File: src/rtl/tcwd_pkg.sv
`timescale 1ns / 1ps

package tcwd_pkg;

	// default sizing
	localparam int NUM_WORKERS_DEF = 8;
	localparam int COUNT_BITS_DEF  = 32;

	// fixed field widths
	localparam int TID_W    = 32;
	localparam int CURSOR_W = 32;
	localparam int WSEL_W   = 4;
	localparam int CFG_W    = 4;

	// item kinds
	localparam logic [1:0] KIND_SCHED = 2'd0;
	localparam logic [1:0] KIND_TAKE  = 2'd1;
	localparam logic [1:0] KIND_BIND  = 2'd2;

	// result status codes
	localparam logic [1:0] STAT_DISPATCHED = 2'd0;
	localparam logic [1:0] STAT_DEFERRED   = 2'd1;
	localparam logic [1:0] STAT_ACKED      = 2'd2;

	// configuration register indexes
	localparam logic [1:0] CFG_WORKER_COUNT = 2'd0;
	localparam logic [1:0] CFG_CALLER_ZERO  = 2'd1;
	localparam logic [1:0] CFG_STARTED      = 2'd2;

	typedef enum logic [2:0] {
		S_IDLE,
		S_DEC,
		S_PICK,
		S_RD2,
		S_CMP,
		S_RDT,
		S_UPD,
		S_ACK
	} ctrl_state_t;

	// controller to datapath
	typedef struct packed {
		logic latch;
		logic pick;
		logic rd2;
		logic cmp;
		logic upd;
		logic ack;
	} dp_cmd_t;

	// datapath to controller
	typedef struct packed {
		logic route_sched;
		logic route_take;
		logic two_pick;
	} dp_sts_t;

endpackage

File: src/rtl/tcwd_ram.sv
`timescale 1ns / 1ps

module tcwd_ram #(
	parameter int WIDTH = 32,
	parameter int DEPTH = 8
) (
	input  logic                                   clk,
	input  logic                                   we,
	input  logic [((DEPTH > 1) ? $clog2(DEPTH) : 1)-1:0] waddr,
	input  logic [WIDTH-1:0]                       wdata,
	input  logic [((DEPTH > 1) ? $clog2(DEPTH) : 1)-1:0] raddr,
	output logic [WIDTH-1:0]                       rdata
);

	logic [WIDTH-1:0] mem_q [DEPTH];

	// one write port, one registered read port
	always_ff @(posedge clk) begin
		if (we) begin
			mem_q[waddr] <= wdata;
		end
		rdata <= mem_q[raddr];
	end

endmodule

File: src/rtl/tcwd_ctrl.sv
`timescale 1ns / 1ps

module tcwd_ctrl import tcwd_pkg::*; (
	input  logic    clk,
	input  logic    arst_n,
	input  logic    start,
	input  dp_sts_t sts,
	output dp_cmd_t cmd,
	output logic    busy
);

	ctrl_state_t state_q, state_d;

	// state register
	always_ff @(posedge clk or negedge arst_n) begin
		if (!arst_n) begin
			state_q <= S_IDLE;
		end else begin
			state_q <= state_d;
		end
	end

	// next state and commands
	always_comb begin
		state_d = state_q;
		cmd     = '0;
		case (state_q)
			S_IDLE: begin
				if (start) begin
					cmd.latch = 1'b1;
					state_d   = S_DEC;
				end
			end
			S_DEC: begin
				if (sts.route_sched) begin
					state_d = S_PICK;
				end else if (sts.route_take) begin
					state_d = S_RDT;
				end else begin
					state_d = S_ACK;
				end
			end
			S_PICK: begin
				cmd.pick = 1'b1;
				state_d  = sts.two_pick ? S_RD2 : S_RDT;
			end
			S_RD2: begin
				cmd.rd2 = 1'b1;
				state_d = S_CMP;
			end
			S_CMP: begin
				cmd.cmp = 1'b1;
				state_d = S_RDT;
			end
			S_RDT: begin
				state_d = S_UPD;
			end
			S_UPD: begin
				cmd.upd = 1'b1;
				state_d = S_IDLE;
			end
			S_ACK: begin
				cmd.ack = 1'b1;
				state_d = S_IDLE;
			end
			default: begin
				state_d = S_IDLE;
			end
		endcase
	end

	assign busy = (state_q != S_IDLE);

endmodule

File: src/rtl/tcwd_datapath.sv
`timescale 1ns / 1ps

module tcwd_datapath import tcwd_pkg::*; #(
	parameter int NUM_WORKERS = NUM_WORKERS_DEF,
	parameter int COUNT_BITS  = COUNT_BITS_DEF
) (
	input  logic              clk,
	input  logic              arst_n,
	input  dp_cmd_t           cmd,
	output dp_sts_t           sts,
	input  logic              cfg_we,
	input  logic [1:0]        cfg_index,
	input  logic [CFG_W-1:0]  cfg_wdata,
	input  logic [1:0]        kind,
	input  logic signed [TID_W-1:0] thread_id,
	input  logic [2:0]        worker_sel,
	input  logic [2:0]        from_worker,
	input  logic              from_worker_valid,
	input  logic              allow_cross,
	input  logic              caller_worker_active,
	output logic              done,
	output logic [2:0]        dest_worker,
	output logic [1:0]        status,
	output logic              local_enqueue
);

	localparam int WIX    = (NUM_WORKERS > 1) ? $clog2(NUM_WORKERS) : 1;
	localparam int WC_LIM = (NUM_WORKERS < 15) ? NUM_WORKERS : 15;
	localparam logic [COUNT_BITS-1:0] COUNT_MAX = '1;

	// configuration
	logic [CFG_W-1:0] wcount_q;
	logic             czero_q;
	logic             started_q;

	// latched item
	logic [1:0]       kind_q;
	logic [TID_W-1:0] tid_q;
	logic [2:0]       widx_q;
	logic [2:0]       from_q;
	logic             from_vld_q;
	logic             cross_q;
	logic             cact_q;

	// worker state
	logic [TID_W-1:0]       ids_q [NUM_WORKERS];
	logic [NUM_WORKERS-1:0] match_q;
	logic [NUM_WORKERS-1:0] cnt_vld_q;
	logic                   rd_vld_q;
	logic [CURSOR_W-1:0]    cursor_q;
	logic [WSEL_W-1:0]      res_q [2:15];

	// work registers
	logic [WSEL_W-1:0]     p1_q;
	logic [WSEL_W-1:0]     p2_q;
	logic [COUNT_BITS-1:0] cnt1_q;
	logic [WIX-1:0]        tgt_q;
	logic                  local_q;

	// combinational
	logic [WSEL_W-1:0]     wc;
	logic                  have_cur;
	logic                  found;
	logic [WSEL_W-1:0]     fidx;
	logic [WSEL_W-1:0]     from_ext;
	logic [WSEL_W-1:0]     base;
	logic [WSEL_W-1:0]     two_cnt;
	logic [WSEL_W-1:0]     res_cur;
	logic [WSEL_W-1:0]     res_inc;
	logic [WSEL_W-1:0]     r2a;
	logic [WSEL_W-1:0]     r2a_inc;
	logic [WSEL_W-1:0]     r2;
	logic [WSEL_W-1:0]     p1;
	logic [WSEL_W-1:0]     p2;
	logic                  wrap;
	logic                  two_pick;
	logic [WSEL_W-1:0]     direct_tgt;
	logic                  direct_local;
	logic [COUNT_BITS-1:0] rd_data;
	logic [COUNT_BITS-1:0] rd_eff;
	logic [WIX-1:0]        raddr;
	logic                  tie;
	logic [WSEL_W-1:0]     win;
	logic                  step;
	logic [COUNT_BITS-1:0] wr_data;
	logic                  take_ok;
	logic                  bind_ok;

	// active worker range
	always_comb begin
		if (wcount_q == '0) begin
			wc = WSEL_W'(1);
		end else if (32'(wcount_q) > WC_LIM) begin
			wc = WSEL_W'(WC_LIM);
		end else begin
			wc = wcount_q;
		end
	end

	assign from_ext = {1'b0, from_q};
	assign have_cur = from_vld_q && (from_ext < wc);
	assign take_ok  = 32'(widx_q) < NUM_WORKERS;
	assign bind_ok  = take_ok;

	// lowest matching worker
	always_comb begin
		found = 1'b0;
		fidx  = '0;
		for (int i = NUM_WORKERS - 1; i >= 0; i--) begin
			if (match_q[i]) begin
				found = 1'b1;
				fidx  = WSEL_W'(i);
			end
		end
	end

	// candidate range, skipping worker zero while it is idle
	always_comb begin
		if (czero_q && (wc > WSEL_W'(1)) && !cact_q) begin
			base    = WSEL_W'(1);
			two_cnt = wc - WSEL_W'(1);
		end else begin
			base    = '0;
			two_cnt = wc;
		end
	end

	// candidates from the cursor residues
	assign wrap    = (cursor_q == '1);
	assign res_cur = (two_cnt >= WSEL_W'(2)) ? res_q[two_cnt] : '0;
	assign res_inc = res_cur + WSEL_W'(1);
	assign r2a     = wrap ? '0 : ((res_inc == two_cnt) ? '0 : res_inc);
	assign r2a_inc = r2a + WSEL_W'(1);
	assign r2      = (r2a == res_cur) ? ((r2a_inc == two_cnt) ? '0 : r2a_inc) : r2a;
	assign p1      = base + res_cur;
	assign p2      = base + r2;
	assign two_pick = !found && !have_cur && (two_cnt > WSEL_W'(1));

	// affinity, own queue or single candidate
	always_comb begin
		direct_local = have_cur && (!found || (fidx == from_ext) || !cross_q);
		if (direct_local) begin
			direct_tgt = from_ext;
		end else if (found) begin
			direct_tgt = fidx;
		end else begin
			direct_tgt = base;
		end
	end

	// queued count store, entries not yet written read as zero
	assign raddr  = cmd.pick ? WIX'(p1) : (cmd.rd2 ? WIX'(p2_q) : tgt_q);
	assign rd_eff = rd_vld_q ? rd_data : '0;

	tcwd_ram #(
		.WIDTH (COUNT_BITS),
		.DEPTH (NUM_WORKERS)
	) u_counts (
		.clk   (clk),
		.we    (cmd.upd),
		.waddr (tgt_q),
		.wdata (wr_data),
		.raddr (raddr),
		.rdata (rd_data)
	);

	// two-choice compare, tie goes by the cursor low bit
	always_comb begin
		tie = (cnt1_q == rd_eff);
		if (cnt1_q < rd_eff) begin
			win = p1_q;
		end else if (rd_eff < cnt1_q) begin
			win = p2_q;
		end else begin
			win = cursor_q[0] ? p1_q : p2_q;
		end
	end

	assign step = (cmd.pick && two_pick) || cmd.rd2 || (cmd.cmp && tie);

	// saturating count update
	always_comb begin
		if (kind_q == KIND_SCHED) begin
			wr_data = (rd_eff == COUNT_MAX) ? rd_eff : rd_eff + COUNT_BITS'(1);
		end else begin
			wr_data = (rd_eff == '0) ? rd_eff : rd_eff - COUNT_BITS'(1);
		end
	end

	assign sts.route_sched = (kind_q == KIND_SCHED) && started_q;
	assign sts.route_take  = (kind_q == KIND_TAKE) && take_ok;
	assign sts.two_pick    = two_pick;

	// configuration registers
	always_ff @(posedge clk or negedge arst_n) begin
		if (!arst_n) begin
			wcount_q  <= CFG_W'(1);
			czero_q   <= 1'b0;
			started_q <= 1'b0;
		end else if (cfg_we) begin
			case (cfg_index)
				CFG_WORKER_COUNT: wcount_q  <= cfg_wdata;
				CFG_CALLER_ZERO:  czero_q   <= cfg_wdata[0];
				CFG_STARTED:      started_q <= cfg_wdata[0];
				default: begin
				end
			endcase
		end
	end

	// input capture
	always_ff @(posedge clk) begin
		if (cmd.latch) begin
			kind_q     <= kind;
			tid_q      <= thread_id;
			widx_q     <= worker_sel;
			from_q     <= from_worker;
			from_vld_q <= from_worker_valid;
			cross_q    <= allow_cross;
			cact_q     <= caller_worker_active;
		end
	end

	// affinity compare, one lane per worker
	always_ff @(posedge clk) begin
		for (int i = 0; i < NUM_WORKERS; i++) begin
			match_q[i] <= (ids_q[i] == tid_q) && (i < 32'(wc)) && (tid_q != '1);
		end
	end

	// bound thread ids
	always_ff @(posedge clk or negedge arst_n) begin
		if (!arst_n) begin
			for (int i = 0; i < NUM_WORKERS; i++) begin
				ids_q[i] <= '1;
			end
		end else if (cmd.ack && (kind_q == KIND_BIND) && bind_ok) begin
			ids_q[WIX'(widx_q)] <= tid_q;
		end
	end

	// count entry valid bits
	always_ff @(posedge clk or negedge arst_n) begin
		if (!arst_n) begin
			cnt_vld_q <= '0;
			rd_vld_q  <= 1'b0;
		end else begin
			rd_vld_q <= cnt_vld_q[raddr];
			if (cmd.upd) begin
				cnt_vld_q[tgt_q] <= 1'b1;
			end
		end
	end

	// pick cursor with a running residue for every range size
	always_ff @(posedge clk or negedge arst_n) begin
		if (!arst_n) begin
			cursor_q <= '0;
			for (int k = 2; k <= 15; k++) begin
				res_q[k] <= '0;
			end
		end else if (step) begin
			cursor_q <= cursor_q + CURSOR_W'(1);
			for (int k = 2; k <= 15; k++) begin
				if (wrap || (res_q[k] == WSEL_W'(k - 1))) begin
					res_q[k] <= '0;
				end else begin
					res_q[k] <= res_q[k] + WSEL_W'(1);
				end
			end
		end
	end

	// target selection
	always_ff @(posedge clk) begin
		if (cmd.latch) begin
			tgt_q   <= WIX'(worker_sel);
			local_q <= 1'b0;
		end else if (cmd.pick) begin
			p1_q <= p1;
			p2_q <= p2;
			if (!two_pick) begin
				tgt_q   <= WIX'(direct_tgt);
				local_q <= direct_local;
			end
		end else if (cmd.rd2) begin
			cnt1_q <= rd_eff;
		end else if (cmd.cmp) begin
			tgt_q   <= WIX'(win);
			local_q <= 1'b0;
		end
	end

	// result registers
	always_ff @(posedge clk or negedge arst_n) begin
		if (!arst_n) begin
			done <= 1'b0;
		end else begin
			done <= cmd.upd || cmd.ack;
		end
	end

	always_ff @(posedge clk) begin
		if (cmd.upd) begin
			if (kind_q == KIND_SCHED) begin
				dest_worker   <= 3'(tgt_q);
				status        <= STAT_DISPATCHED;
				local_enqueue <= local_q;
			end else begin
				dest_worker   <= '0;
				status        <= STAT_ACKED;
				local_enqueue <= 1'b0;
			end
		end else if (cmd.ack) begin
			dest_worker   <= '0;
			status        <= (kind_q == KIND_SCHED) ? STAT_DEFERRED : STAT_ACKED;
			local_enqueue <= 1'b0;
		end
	end

endmodule

File: src/rtl/two_choice_worker_dispatcher.sv
`timescale 1ns / 1ps

// Two-choice worker dispatcher.
// Commands enter on start while busy is low; the item fields are sampled at
// that edge. One result per command comes back on dest_worker, status and
// local_enqueue, marked by a one-cycle done strobe. The receiver cannot stall:
// results are shown for exactly one cycle, and the next command may be given
// in the cycle that done is high. From accept to done, a schedule with an
// affinity hit, own-queue post or single candidate runs decode, pick, read
// and update; a two-candidate pick adds a second count-store read and a
// compare; a take runs decode, read and update; bind, deferred schedule and
// unknown kinds run decode and acknowledge. The count store has one read
// port, which sets the sequence. One command is worked on at a time.
// Configuration is written through cfg_we, cfg_index and cfg_wdata; the user
// must do so only while the block is idle; the block does not enforce it.
// Reset clears the counts (through per-entry valid bits), unbinds all
// thread ids, zeroes the cursor and loads the register defaults at once.
module two_choice_worker_dispatcher import tcwd_pkg::*; #(
	parameter int NUM_WORKERS = NUM_WORKERS_DEF,
	parameter int COUNT_BITS  = COUNT_BITS_DEF
) (
	input  logic                    clk,
	input  logic                    arst_n,
	input  logic                    cfg_we,
	input  logic [1:0]              cfg_index,
	input  logic [CFG_W-1:0]        cfg_wdata,
	input  logic                    start,
	output logic                    busy,
	input  logic [1:0]              kind,
	input  logic signed [TID_W-1:0] thread_id,
	input  logic [2:0]              worker_sel,
	input  logic [2:0]              from_worker,
	input  logic                    from_worker_valid,
	input  logic                    allow_cross,
	input  logic                    caller_worker_active,
	output logic                    done,
	output logic [2:0]              dest_worker,
	output logic [1:0]              status,
	output logic                    local_enqueue
);

	dp_cmd_t cmd;
	dp_sts_t sts;

	tcwd_ctrl u_ctrl (
		.clk    (clk),
		.arst_n (arst_n),
		.start  (start),
		.sts    (sts),
		.cmd    (cmd),
		.busy   (busy)
	);

	tcwd_datapath #(
		.NUM_WORKERS (NUM_WORKERS),
		.COUNT_BITS  (COUNT_BITS)
	) u_datapath (
		.clk                  (clk),
		.arst_n               (arst_n),
		.cmd                  (cmd),
		.sts                  (sts),
		.cfg_we               (cfg_we),
		.cfg_index            (cfg_index),
		.cfg_wdata            (cfg_wdata),
		.kind                 (kind),
		.thread_id            (thread_id),
		.worker_sel           (worker_sel),
		.from_worker          (from_worker),
		.from_worker_valid    (from_worker_valid),
		.allow_cross          (allow_cross),
		.caller_worker_active (caller_worker_active),
		.done                 (done),
		.dest_worker          (dest_worker),
		.status               (status),
		.local_enqueue        (local_enqueue)
	);

	// an accepted command always makes the block busy
	a_accept_busy: assert property (@(posedge clk) disable iff (!arst_n)
		start && !busy |=> busy)
		else $error("accepted command did not raise busy");

	// the result strobe only follows a finished command
	a_done_idle: assert property (@(posedge clk) disable iff (!arst_n)
		done |-> !busy && $past(busy))
		else $error("done outside command completion");

	// only a dispatched task names a worker or a local post
	a_nondispatch_clean: assert property (@(posedge clk) disable iff (!arst_n)
		done && (status != STAT_DISPATCHED) |-> (dest_worker == 3'd0) && !local_enqueue)
		else $error("non-dispatch result carries a target");

endmodule

File: config.mk
export PLATFORM = sky130hd
export DESIGN_NAME = two_choice_worker_dispatcher
export DESIGN_NICKNAME = d
export VERILOG_FILES = /design/src/rtl/tcwd_pkg.sv /design/src/rtl/tcwd_ram.sv /design/src/rtl/tcwd_ctrl.sv /design/src/rtl/tcwd_datapath.sv /design/src/rtl/two_choice_worker_dispatcher.sv
export SDC_FILE = /design/constraint.sdc
export NUM_CORES = 1
export LEC_CHECK = 0
export BUFFER_PORTS_ARGS = -buffer_cell sky130_fd_sc_hd__buf_2
export CELL_PAD_IN_SITES_DETAIL_PLACEMENT = 1
export CELL_PAD_IN_SITES_GLOBAL_PLACEMENT = 2
export CORE_MARGIN = 4
export CORE_UTILIZATION = 24
export CTS_CLUSTER_SIZE = 40
export DETAILED_ROUTE_END_ITERATION = 7
export PLACE_DENSITY_LB_ADDON = 0.1
export RECOVER_POWER = 25
export REMOVE_ABC_BUFFERS = 1
export SLEW_MARGIN = 20
export SYNTH_ARGS = -nofsm -noshare
export SYNTH_HDL_FRONTEND = slang
export SYNTH_HIERARCHICAL = 1
export SYNTH_SLANG_ARGS = --single-unit
File: constraint.sdc
create_clock -name clk -period 7.05 [get_ports clk]
set_input_delay 1.41 -clock clk [delete_from_list [all_inputs] [get_ports clk]]
set_output_delay 1.41 -clock clk [all_outputs]
set_load 0.1 [all_outputs]
# Word-level counts from Yosys, hierarchy flattened
# Memory sizes are Yosys's and may differ from the RTL's. A register that Yosys moved wholly into a read port is not among the register bits.
# Cells that the tools add are included.
dict set report word_totals {
  inputBits 53
  memories 1
  ramBits 256
  ff_bits 462
  output_inout_bits 8
  elab_cells 302
}
dict set report classes {
  bitwise 5
  muxes 93
  n_addsub 22
  magnitude_cmp 21
  n_eq_ne 46
  n_reduce_logical 68
}
# name depth width rd rd_ports_with_merged_regs wr line
set mem_list {}
lappend mem_list {u_datapath.u_counts.mem_q 8 32 1 1 1 tcwd_ram.sv:15} ;# logic [WIDTH-1:0] mem_q [DEPTH];
# operator n
set ops {}
lappend ops {{32-bit equality test} 9}
lappend ops {{256-bit bitwise mux} 1}
lappend ops {{32-bit two-way mux} 5}
lappend ops {{4-bit two-way mux} 29}
lappend ops {{32-bit demux with 3-bit select} 1}
lappend ops {{32-bit by 1-bit adder with 32-bit output (second input constant)} 2}
lappend ops {{4-bit by 1-bit adder with 4-bit output (second input constant)} 16}
lappend ops {{32-bit equality test (second input constant)} 2}
lappend ops {{32-bit < comparator} 2}
lappend ops {{3-bit two-way mux} 21}
lappend ops {{32-bit zero test} 1}
lappend ops {{32-bit != test (second input constant)} 1}
lappend ops {{32-bit by 1-bit subtractor with 32-bit output (second input constant)} 1}
lappend ops {{4-bit equality test (second input constant)} 7}
lappend ops {{1-bit logical AND} 28}
lappend ops {{1-bit two-way mux} 27}
lappend ops {{3-bit case mux with 7 select lines} 1}
lappend ops {{1-bit logical OR} 19}
lappend ops {{4-bit binary-select mux with 4-bit select} 1}
lappend ops {{4-bit by 3-bit equality test with 1-bit output (second input constant)} 4}
lappend ops {{3-bit by 4-bit < comparator with 1-bit output (first input constant)} 4}
lappend ops {{3-bit equality test (second input constant)} 4}
lappend ops {{4-bit equality test} 3}
lappend ops {{2-bit two-way mux} 5}
lappend ops {{39 further kinds} 61}

# Depth between registers and ports, before layout
# Gate-level depths: netlist of run 1.
dict set report depth {
  ltp_word 21
  depth_mapped 29
  mapped_depth_nobuf 27
}

# Modules after synthesis
# The synthesis of run 1 kept the hierarchy.
# mod area_each_um2 instances cells_each seq_area_each_um2
set modules_own_cells {}
lappend modules_own_cells {tcwd_datapath 23981.8 1 2129 11812.6}
lappend modules_own_cells {tcwd_ram 10466.3 1 415 8328.0}
lappend modules_own_cells {tcwd_ctrl 236.5 1 26 75.1}

# Worst setup path before layout of run 1
# Ideal clock, no wire load.
dict set report synth_timing {
  path_type {flip-flop to flip-flop}
  start {reg u_datapath.wcount_q[2]}
  end {reg u_datapath.p2_q[2], data pin}
  slack_ns 0.405
  required_time_ns 6.787
  period_less_slack_ns 6.645
  arrival_ns 6.382
  path_stages_with_launch 30
  cell_sequence {dfrtp_1 buf_2 o21ba_2 nor2_1 ha_1 or3b_1 buf_2 and3_4 buf_6 a311oi_1 or4b_1 and3_1 inv_1 ha_1 xor2_1 o2111a_1 a21oi_1 and2_1 ha_1 xor2_1 o21ai_0 mux2_4 or4_4 a21o_1 ha_1 ha_1 inv_1 nor4_1 nor3b_1 a2111o_1}
}
dict set report synth_between {
  elab_chain_cells 21
  elab_cells_between_ends 26
  cone_classes {add/sub (4); order compare (3); eq/ne (3); mux (12); bitwise (1); reduce/logical (3)}
}
# item line
set synth_rtl {}
lappend synth_rtl {{start, declared} tcwd_datapath.sv:32} ;# logic [CFG_W-1:0] wcount_q;
lappend synth_rtl {{start signal, assigned} tcwd_datapath.sv:202} ;# CFG_WORKER_COUNT: wcount_q <= cfg_wdata;
lappend synth_rtl {{4-bit > comparator} tcwd_datapath.sv:93} ;# end else if (32'(wcount_q) > WC_LIM) begin
lappend synth_rtl {{4-bit two-way mux} tcwd_datapath.sv:93}
lappend synth_rtl {{4-bit two-way mux (*)} tcwd_datapath.sv:91} ;# if (wcount_q == '0) begin
lappend synth_rtl {{4-bit by 1-bit > comparator with 1-bit output} tcwd_datapath.sv:119} ;# if (czero_q && (wc > WSEL_W'(1)) && !cact_q) begin
lappend synth_rtl {{1-bit logical AND (2 in series)} tcwd_datapath.sv:119}
lappend synth_rtl {{4-bit two-way mux} tcwd_datapath.sv:119}
lappend synth_rtl {{4-bit NOT with 5-bit output (not written as such)} tcwd_datapath.sv:130} ;# assign res_cur = (two_cnt >= WSEL_W'(2)) ? res_q[two_cnt] : '0;
lappend synth_rtl {{4-bit binary-select mux with 4-bit select} tcwd_datapath.sv:130}
lappend synth_rtl {{[3 not listed]} -}
lappend synth_rtl {{4-bit by 1-bit adder with 4-bit output} tcwd_datapath.sv:131} ;# assign res_inc = res_cur + WSEL_W'(1);
lappend synth_rtl {{4-bit equality test} tcwd_datapath.sv:132} ;# assign r2a = wrap ? '0 : ((res_inc == two_cnt) ? '0 : res_inc);
lappend synth_rtl {{4-bit two-way mux (2 in series)} tcwd_datapath.sv:132}
lappend synth_rtl {{4-bit by 1-bit adder with 4-bit output} tcwd_datapath.sv:133} ;# assign r2a_inc = r2a + WSEL_W'(1);
lappend synth_rtl {{4-bit equality test} tcwd_datapath.sv:134} ;# assign r2 = (r2a == res_cur) ? ((r2a_inc == two_cnt) ? '0 : r2a_inc) : r2a;
lappend synth_rtl {{3-bit two-way mux (2 in series)} tcwd_datapath.sv:134}
lappend synth_rtl {{1-bit by 3-bit adder with 3-bit output (*)} tcwd_datapath.sv:136} ;# assign p2 = base + r2;
lappend synth_rtl {{via u_datapath.p2[2]} tcwd_datapath.sv:74} ;# logic [WSEL_W-1:0] p2;
lappend synth_rtl {{end signal, assigned} tcwd_datapath.sv:281} ;# p2_q <= p2;
lappend synth_rtl {{end, declared} tcwd_datapath.sv:55} ;# logic [WSEL_W-1:0] p2_q;
# Mark *: on every way through the listed nets, which the timed path passes. The rest lies on a longest branch. The select of a mux whose other input is x is not followed.
# A chain may end at the register's enable or synchronous reset.

# Worst setup path in the final report of run 1
dict set report layout_timing {
  start {reg u_datapath.wcount_q[0]}
  end {reg u_datapath.p2_q[2], data pin}
}
# Same word-level chain as after synthesis.

==> metrics.sh, run 1 <==
POST-PLACE-WS_PS=78.8
SYNTH_ENABLE_FLOP_CELLS=346
VDD_DROP_MAX_mV=0.196
CTSROOTBUFFERMASTER='sky130_fd_sc_hd__clkbuf_16'
POST-ROUTE-WORST-SETUP-SLACK_PS=305
CRITICAL_PATH_ARRIVAL_PS=7160
NFILLCELLS=15500
POST_ROUTE_ANT_NETS=0
WORST_SKEW_PAIR.LATE_LATENCY_PS=680
CLK_PIN_SLEW_WORST_PATHS_PS=60
SYNTH_TOP_AREA_CELL='sky130_fd_sc_hd__edfxtp_1'
HTREEDEPTH=3
ROUTE.FINAL.WIRE_LENGTH_UM=104000
POWERDENSITY_mW_PER_MM2=410
CRIT_PATH_END_KIND='flop'
MAX_FREQ_MHz=148
REGISTER_AREA_MM2=0.0202
POST-CTS-SETUP-BUFFERS=0
YOSYS_REGISTER_BITS=734
SYN-CELL-AREA_MM2=0.0347
CRITICAL_PATH.SLOWEST_CELL='sky130_fd_sc_hd__dfstp_2'
FIN_TNS_SETUP_PS=0
NNETSFINAL=2767
POST-SYNTH-TOP-AREA-FRACTION_PCT=30.0
CP_MOST_FREQUENT_CELL='sky130_fd_sc_hd__ha_1'
WORSTPATHREQUIRED_PS=7460
INITIALDRTVIOLATIONCOUNT=924
IO-PIN-COUNT=61
OUTCOME='complete, but fails checks'
SHORTEST_CLOCK_PERIOD_THE_WORST_PATH_ALLOWS_AFTER_LAYOUT_PS=6750
VIASPERCELL=4.55
DRTPASS1ITERATIONS=5
PLACED_AREA_MM2=0.0374
DESIGN.CORE.AREA_MM2=0.144
DRC_ERRORS=0
CORE.ROWCOUNT=139
TIMING.FINAL.HOLD_VIOLATIONS=0
SYNTH-ASYNC-RESET-RATIO_PCT=47.3
EFFECTIVE_UTILIZATION_AT_FLOORPLAN_PCT=24.1
CTS_TREE='yes'
SETUP_VIOLATIONS=0
WORST_PIN_SLEW_PS=3550
FINAL.SETUP_SKEW_PS=33.5
FAILING_CHECKS='max-capacitance violations, max-slew violations'
NETLIST_INSTANCES=2570
MAX_SLEW_HEADROOM_AT_THE_WORST_PIN_PCT=-137
YS_TOP_CELLS_BY_AREA='sky130_fd_sc_hd__edfxtp_1 30%, sky130_fd_sc_hd__dfstp_2 19%, sky130_fd_sc_hd__mux2_2 9.2%, sky130_fd_sc_hd__dfrtp_1 6.5%, sky130_fd_sc_hd__xor2_1 5.1%'
TIMING.HOLD.WORST.CLASS='flop to flop'
GR-TOTAL-OVERFLOW=0
POWER_mW=16.6
SYNTH-MAIN-FF-CELL='sky130_fd_sc_hd__edfxtp_1'
LARGEST_NET_DEGREE_AT_THE_START_OF_GLOBAL_ROUTING=135
DETAILROUTE.VIA_COUNT=21100
FP.DIEAREA_MM2=0.151
WORST_SETUP_PATH_TYPE='flop to flop'
MOSTFREQUENTLAYOUTCELL='sky130_fd_sc_hd__edfxtp_1'
ROUTED_LEN_INST_UM=22.4
REGTOREGSETUPSLACK_PS=300
FINALMAXSLEWVIOLATIONS=439
TIMING.CRITICAL_PATH.FROM_TYPE='flop'
CTS_RESIZED=0
MOST-COMMON-LAYOUT-CELLS='346 x sky130_fd_sc_hd__edfxtp_1, 282 x sky130_fd_sc_hd__mux2_2, 257 x sky130_fd_sc_hd__dfstp_2'
FP.DIEW_UM=388
YOSYSSEQAREASHARE_PCT=58.3
COUNT_OF_DIFFERENT_CELL_MASTERS_AFTER_SYNTHESIS=91
HOLD_BUFFERS=0
DRIVE_GT1_SHARE_PCT=32.3
SLOWEST_STAGE_DELAY_ON_CRITICAL_PATH_PS=560
VIAS_IN_THE_FIRST_GLOBAL_ROUTE=23200
DIE_HEIGHT_UM=388
FINISH.UTILIZATION_PCT=28.2
CTS_INSERTED_BUFFERS=92
SYNTH_WARNINGS=6
ANTENNA_FOUND_INITIAL=5
CAP_VIOLATIONS=5
POWER.LEAKAGE_nW=15.4
MULTIINPUTGATEAREA_MM2=0.0136
WIRE_LENGTH_OF_THE_FIRST_GLOBAL_ROUTING_PASS_UM=155000
LAYOUT-AREA-OVERHEAD-VS-SYNTH_PCT=16.9
PATH_MAX_FANOUT=9
TIMING.FINAL.CRIT_SHARE_PCT=95.7
FINAL_CELL_AREA_MM2=0.0406
PORT_BUFFERS=60
SYNTH_AREA_PER_CELL_UM2=13.5
GP_ROUTABILITY_CONGESTION=0.758
GRT.TOTAL_USAGE_PCT=13.7
HPWLAFTERDP_UM=66900
CTS_SINKS=734
CLOCK_TREE.BUFFER_DEPTH=3
## final timing paths
path                            cells after the start                                  end                           startpoint
max in group asynchronous                           2     u_datapath/ids_q[90]$_DFFE_PN1P_                               arst_n
worst max register to register                     30         u_datapath/p2_q[2]$_DFFE_PP_   u_datapath/wcount_q[0]$_DFFE_PN1P_
worst max-delay path                               30         u_datapath/p2_q[2]$_DFFE_PP_   u_datapath/wcount_q[0]$_DFFE_PN1P_
worst min-delay path                                1  u_datapath/cnt_vld_q[0]$_DFFE_PN0P_  u_datapath/cnt_vld_q[0]$_DFFE_PN0P_
min in group asynchronous                           1  u_datapath/cursor_q[20]$_DFFE_PN0P_                               arst_n
worst min register to register                      1  u_datapath/cnt_vld_q[0]$_DFFE_PN0P_  u_datapath/cnt_vld_q[0]$_DFFE_PN0P_
## through the flow
step,instances,hold WS [ps]
6_report,4632,462
5_1_grt,4629,487
4_1_cts,4629,463
3_5_place_dp,4457,450
3_3_place_gp,4457,441
2_1_floorplan,2420,423
## metal layers
| layer | global-route usage (%) | part of all wire, % |
|---|---|---|
| met1 | 17.3 | 44 |
| met2 | 24.1 | 50 |
| met3 | 2.12 | 2.8 |
| met4 | 4.32 | 2.9 |
| met5 | 0 | 0.019 |
## power by group
group          internal (mW)  switching (mW)  total (mW)
clock                   3.00            1.89        4.89
sequential              6.05           0.747        6.79
combinational           2.04            2.90        4.94
## critical path: cells and delay by family, from the launching register on
family | cells | cell delay [ps]
AO/OA/AOI/OAI | 8 | 1550
XOR/XNOR | 2 | 420
adder cells (fa/ha/maj) | 5 | 1160
buffers and inverters | 6 | 790
flip-flops | 1 | 560
multiplexers | 2 | 660
AND/OR/NAND/NOR | 7 | 1320
## layout make-up
type	count	area share [%]
Antenna cell	3	0.0185
Timing Repair Buffer	134	2.05
Tap cell	1903	5.87
Multi-Input combinational cell	1587	33.5
Clock inverter	30	0.969
Inverter	99	0.919
Sequential cell	734	49.8
Clock buffer	142	6.84
## registers in the layout (all words and copies together) (netlist names), 4 cells and up
| name | count |
|---|---|
| u_datapath/u_counts/rdata | 32 |
| u_datapath/res_q | 40 |
| u_datapath/match_q | 8 |
| u_datapath/cnt1_q | 32 |
| u_datapath/tid_q | 32 |
| u_datapath/cnt_vld_q | 8 |
| u_datapath/cursor_q | 32 |
| u_datapath/ids_q | 256 |
| u_datapath/wcount_q | 4 |
| u_datapath/u_counts/mem_q | 256 |
## kinds of logic (layout without fill, tap and decap cells)
family	Yosys count	in the layout	synth area share (%)
xor gates and xnor gates	316	316	7.98
other	0	3	0
muxes	360	360	14.3
AOI/OAI and AO/OA	284	284	5.51
adders and majority gates	66	66	2.38
and+or+nand+nor	561	561	8.59
buffers and inverters	249	405	2.98
DFF	734	734	58.3
## cells in the mapped netlist (all sizes together) (12+ instances only)
library cell	n
clkbuf	117
xor2	200
buf	33
dfxtp	41
o21ai	102
edfxtp	346
and2	28
and3	19
nor3b	12
nand2b	19
a21o	22
nand2	137
nand3	44
xnor2	116
nor2	78
mux4	67
nand4	58
o31ai	13
nor3	42
dfrtp	90
ha	66
mux2	283
a21oi	40
dfstp	257
nor4	62
inv	99
Note: power is estimated with default switching activity, not from simulation.
==> run 2, diff against run 1 <==
--- a/config.mk
+++ b/config.mk
@@ -5,6 +5,7 @@
 export SDC_FILE = /design/constraint.sdc
 export NUM_CORES = 1
 export LEC_CHECK = 0
+export ABC_AREA = 1
 export BUFFER_PORTS_ARGS = -buffer_cell sky130_fd_sc_hd__buf_2
 export CELL_PAD_IN_SITES_DETAIL_PLACEMENT = 1
 export CELL_PAD_IN_SITES_GLOBAL_PLACEMENT = 2
==> metrics.sh, run 2 <==
CRIT_PATH_END_KIND='asynchronous set/reset pin'
HOLD_BUFFERS=0  # unchanged
YOSYS.CELL_COUNT.TOP_TYPE='sky130_fd_sc_hd__nand2_1'
DRTPASS1ITERATIONS=5  # unchanged
DP_CELLS=5763  # +29%
MAX_SLEW_HEADROOM_AT_THE_WORST_PIN_PCT=-146  # -9.7 points
NET-SWITCHING-POWER_mW=6.97  # +26%
VIASPERCELL=4.44  # -2.4%
YS_TOP_CELLS_BY_AREA='sky130_fd_sc_hd__edfxtp_1 29%, sky130_fd_sc_hd__dfstp_2 19%, sky130_fd_sc_hd__nand2_1 11%, sky130_fd_sc_hd__dfrtp_1 6.3%, sky130_fd_sc_hd__inv_1 5.3%'
GP_ROUTABILITY_CONGESTION=0.756  # -0.30%
POST-CTS-SETUP-BUFFERS=0  # unchanged
DETAILROUTE.VIA_COUNT=26400  # +25%
SYNTH_TOP_AREA_CELL='sky130_fd_sc_hd__edfxtp_1'
POWER.LEAKAGE_nW=17.1  # +11%
HTREEDEPTH=3  # unchanged
SYN-CELL-AREA_MM2=0.0358  # +3.3%
ROUTED_LEN_INST_UM=21.1  # -6.1%
DIE_HEIGHT_UM=394  # +1.6%
RSZ0062_AT_GRT='no'
GRT.TOTAL_USAGE_PCT=15.9  # +2.2 points
WORST_PATH_DOMINANT_CELL_FAMILY='buffers and inverters'
DRC_ERRORS=0  # unchanged
FP.DIEW_UM=394  # +1.6%
MAX_FREQ_MHz=179  # +21%
CLOCK_TREE.BUFFER_DEPTH=3  # unchanged
WORSTPATHREQUIRED_PS=7460  # about the same
FINAL-INSTANCE-COUNT-EXCL-FILL=5942  # +28%
YOSYS_REGISTER_BITS=734  # unchanged
CTS_TREE='yes'
NETLIST_INSTANCES=3890  # +51%
ROUTE.MET3.WL_UM=3320  # +14%
SYNTH-ASYNC-RESET-RATIO_PCT=47.3  # unchanged
TIMING.HOLD.WORST.CLASS='flop to flop'
FAILING_CHECKS='max-capacitance violations, max-slew violations'
PORT_BUFFERS=60  # unchanged
CELL_INTERNAL_PWR_mW=10.6  # -4.4%
SYNTH_AREA_PER_CELL_UM2=9.21  # -32%
PATH_MAX_FANOUT=124  # +115
INITIALDRTVIOLATIONCOUNT=1307  # +41%
TIMING.CRITICAL_PATH.FROM_TYPE='input port'
ANTENNA_FOUND_INITIAL=13  # +8
MOSTFREQUENTLAYOUTCELL='sky130_fd_sc_hd__nand2_1'
FINISH.UTILIZATION_PCT=27.9  # -0.31 points
CTS_RESIZED=0  # unchanged
WORST_SETUP_PATH_TYPE='input port to asynchronous set/reset pin'
POST-SYNTH-TOP-AREA-FRACTION_PCT=29.0  # -0.96 points
HPWLAFTERDP_UM=82200  # +23%
NFILLCELLS=17000  # +10%
POST_ROUTE_ANT_NETS=0  # unchanged
WIRE_LENGTH_OF_THE_FIRST_GLOBAL_ROUTING_PASS_UM=186000  # +20%
CLOCK_POWER_SHARE_PCT=27.1  # -2.3 points
CRITICAL_PATH_ARRIVAL_PS=6010  # -1150 ps
WORST_SKEW_PAIR.LATE_LATENCY_PS=700  # +20 ps
CORE.ROWCOUNT=141  # +1.4%
POWER.SEQUENTIAL.FRACTION_PCT=38.2  # -2.7 points
SETUP_VIOLATIONS=0  # unchanged
REGISTERS_WITH_THE_HIGHEST_FLIP_FLOP_COUNTS='u_datapath/ids_q (256), u_datapath/u_counts/mem_q (256), u_datapath/res_q (40)'
CLK_PIN_SLEW_WORST_PATHS_PS=60  # about the same
WORST_PIN_SLEW_PS=3700  # +146 ps
FIN_TNS_SETUP_PS=0  # unchanged
P_SW_SHARE_PCT=39.7  # +6.4 points
ROUTED.TOP_LAYER='met4'
SEQUENCE_OF_CELLS_ON_THE_CRITICAL_PATH='clkbuf_1 -> clkbuf_4'
SHORTEST_CLOCK_PERIOD_THE_WORST_PATH_ALLOWS_AFTER_LAYOUT_PS=5590  # -1150 ps
LARGEST_NET_DEGREE_AT_THE_START_OF_GLOBAL_ROUTING=135  # unchanged
MOST-COMMON-LAYOUT-CELLS='1008 x sky130_fd_sc_hd__nand2_1, 506 x sky130_fd_sc_hd__inv_1, 349 x sky130_fd_sc_hd__o21ai_0'
COUNT_OF_DIFFERENT_CELL_MASTERS_AFTER_SYNTHESIS=61  # -33%
CTS_SINKS=734  # unchanged
FP.DIEAREA_MM2=0.156  # +3.2%
CTS_INSERTED_BUFFERS=94  # +2.2%
VIAS_IN_THE_FIRST_GLOBAL_ROUTE=27200  # +17%
DRIVE_GT1_SHARE_PCT=15.4  # -17 points
VDD_DROP_MAX_mV=0.425  # +120%
FINAL.SETUP_SKEW_PS=29.5  # -4.02 ps
SYNTH-MAIN-FF-CELL='sky130_fd_sc_hd__edfxtp_1'
FINALMAXSLEWVIOLATIONS=273  # -38%
SYNTH_WARNINGS=6  # unchanged
CRITICAL_PATH.SLOWEST_CELL='sky130_fd_sc_hd__clkbuf_1'
GR-TOTAL-OVERFLOW=0  # unchanged
SYNTH_ENABLE_FLOP_CELLS=346  # unchanged
OUTCOME='complete, but fails checks'
WORSTPATHBUFFERINVERTERCOUNT=2  # -4
SHARE_OF_POWER_BURNED_IN_COMBINATIONAL_LOGIC_PCT=34.7  # +5.0 points
YOSYSSEQAREASHARE_PCT=56.4  # -1.9 points
DESIGN.CORE.AREA_MM2=0.148  # +3.0%
NNETSFINAL=4048  # +46%
POWERDENSITY_mW_PER_MM2=425  # +3.7%
ROUTE.FINAL.WIRE_LENGTH_UM=125000  # +20%
DETAILROUTE.WIRELENGTH.MET2_UM=56400  # +8.5%
TIMING.FINAL.CRIT_SHARE_PCT=79.3  # -16 points
EFFECTIVE_UTILIZATION_AT_FLOORPLAN_PCT=24.2  # +0.066 points
CAP_VIOLATIONS=4  # -1
SLOWEST_STAGE_DELAY_ON_CRITICAL_PATH_PS=2540  # +1980 ps
DRT-MET1-WL_UM=63000  # +37%
IO-PIN-COUNT=61  # unchanged
CTSROOTBUFFERMASTER='sky130_fd_sc_hd__clkbuf_16'
LAYOUT-AREA-OVERHEAD-VS-SYNTH_PCT=15.4
TIMING.FINAL.HOLD_VIOLATIONS=0  # unchanged
SYNTH_COMMON_CELLS='1008 x sky130_fd_sc_hd__nand2_1, 506 x sky130_fd_sc_hd__inv_1, 351 x sky130_fd_sc_hd__o21ai_0'
[run 2: cell types whose count changed after synthesis, sizes merged, moves of 25 or more]
cell	delta
o21ai	+251
nand2	+895
xor2	-88
nor2	+77
xnor2	-35
and2	-28
nand3	+199
mux4	-67
mux2	-281
inv	+424
o22ai	+37
or2	+25
[run 2: area by class of cell]
cell class	instances	area [um2]	share of cell area, %
well taps	1930	2410	5.84
diodes	3	7.51	0.0182
inverters	531	2000	4.83
flip-flops and latches	734	20200	48.9
clock inverters	34	329	0.796
clock buffers	142	2700	6.52
multi-input cells	2444	12900	31.2
repair buffers	124	788	1.91
[run 2: worst paths after layout]
kind / start / to / slack (ps) / cells after the start
worst max-delay path: arst_n / u_datapath/cursor_q[6]$_DFFE_PN0P_ / 1460 / 2
worst min-delay path: u_datapath/cnt_vld_q[5]$_DFFE_PN0P_ / u_datapath/cnt_vld_q[5]$_DFFE_PN0P_ / 460 / 2
worst max register to register: u_datapath/wcount_q[2]$_DFFE_PN0P_ / u_datapath/p2_q[2]$_DFFE_PP_ / 1670 / 34
worst min register to register: u_datapath/cnt_vld_q[5]$_DFFE_PN0P_ / u_datapath/cnt_vld_q[5]$_DFFE_PN0P_ / 460 / 2
max in group clk: u_datapath/wcount_q[2]$_DFFE_PN0P_ / u_datapath/p2_q[2]$_DFFE_PP_ / 1670 / 34
min in group asynchronous: arst_n / u_datapath/ids_q[192]$_DFFE_PN1P_ / 3090 / 1
[run 2: logic make-up after synthesis]
family                   Yosys count  synth area share, %
adder cells (fa/ha/maj)           66                 2.30
AO/OA/AOI/OAI                    555                 8.84
XOR/XNOR                         193                 4.72
multiplexers                       2               0.0628
AND/OR/NAND/NOR                 1628                 19.7
buffers and inverters            712                 7.92
flip-flops                       734                 56.4
[run 2: layer usage]
metal | GRT usage [%] | up-vias
li1 | - | 12900
met1 | 23.0 | 13100
met2 | 25.4 | 280
met3 | 2.21 | 130
met4 | 3.49 | 0
met5 | 0 | -
[run 2: power groups by stage]
stage | clock network, mW | logic, mW | registers, mW
2_1_floorplan | 0 | 4.08 | 6.60
3_3_place_gp | 0 | 6.30 | 6.80
3_5_place_dp | 0 | 6.32 | 6.79
4_1_cts | 4.98 | 6.34 | 6.72
5_1_grt | 5.14 | 7.03 | 6.83
6_report | 4.76 | 6.10 | 6.70
[run 2: per-stage QoR]
step	cell area (um2)	power [mW]	setup WS, ps	hold slack [ps]
floorplan	35000	10.7	-2940	424
global placement	38400	13.1	1720	445
detailed placement	38400	13.1	1620	449
CTS	41400	18.0	1590	463
global route	41300	19.0	642	477
finish	41300	17.6	1460	458
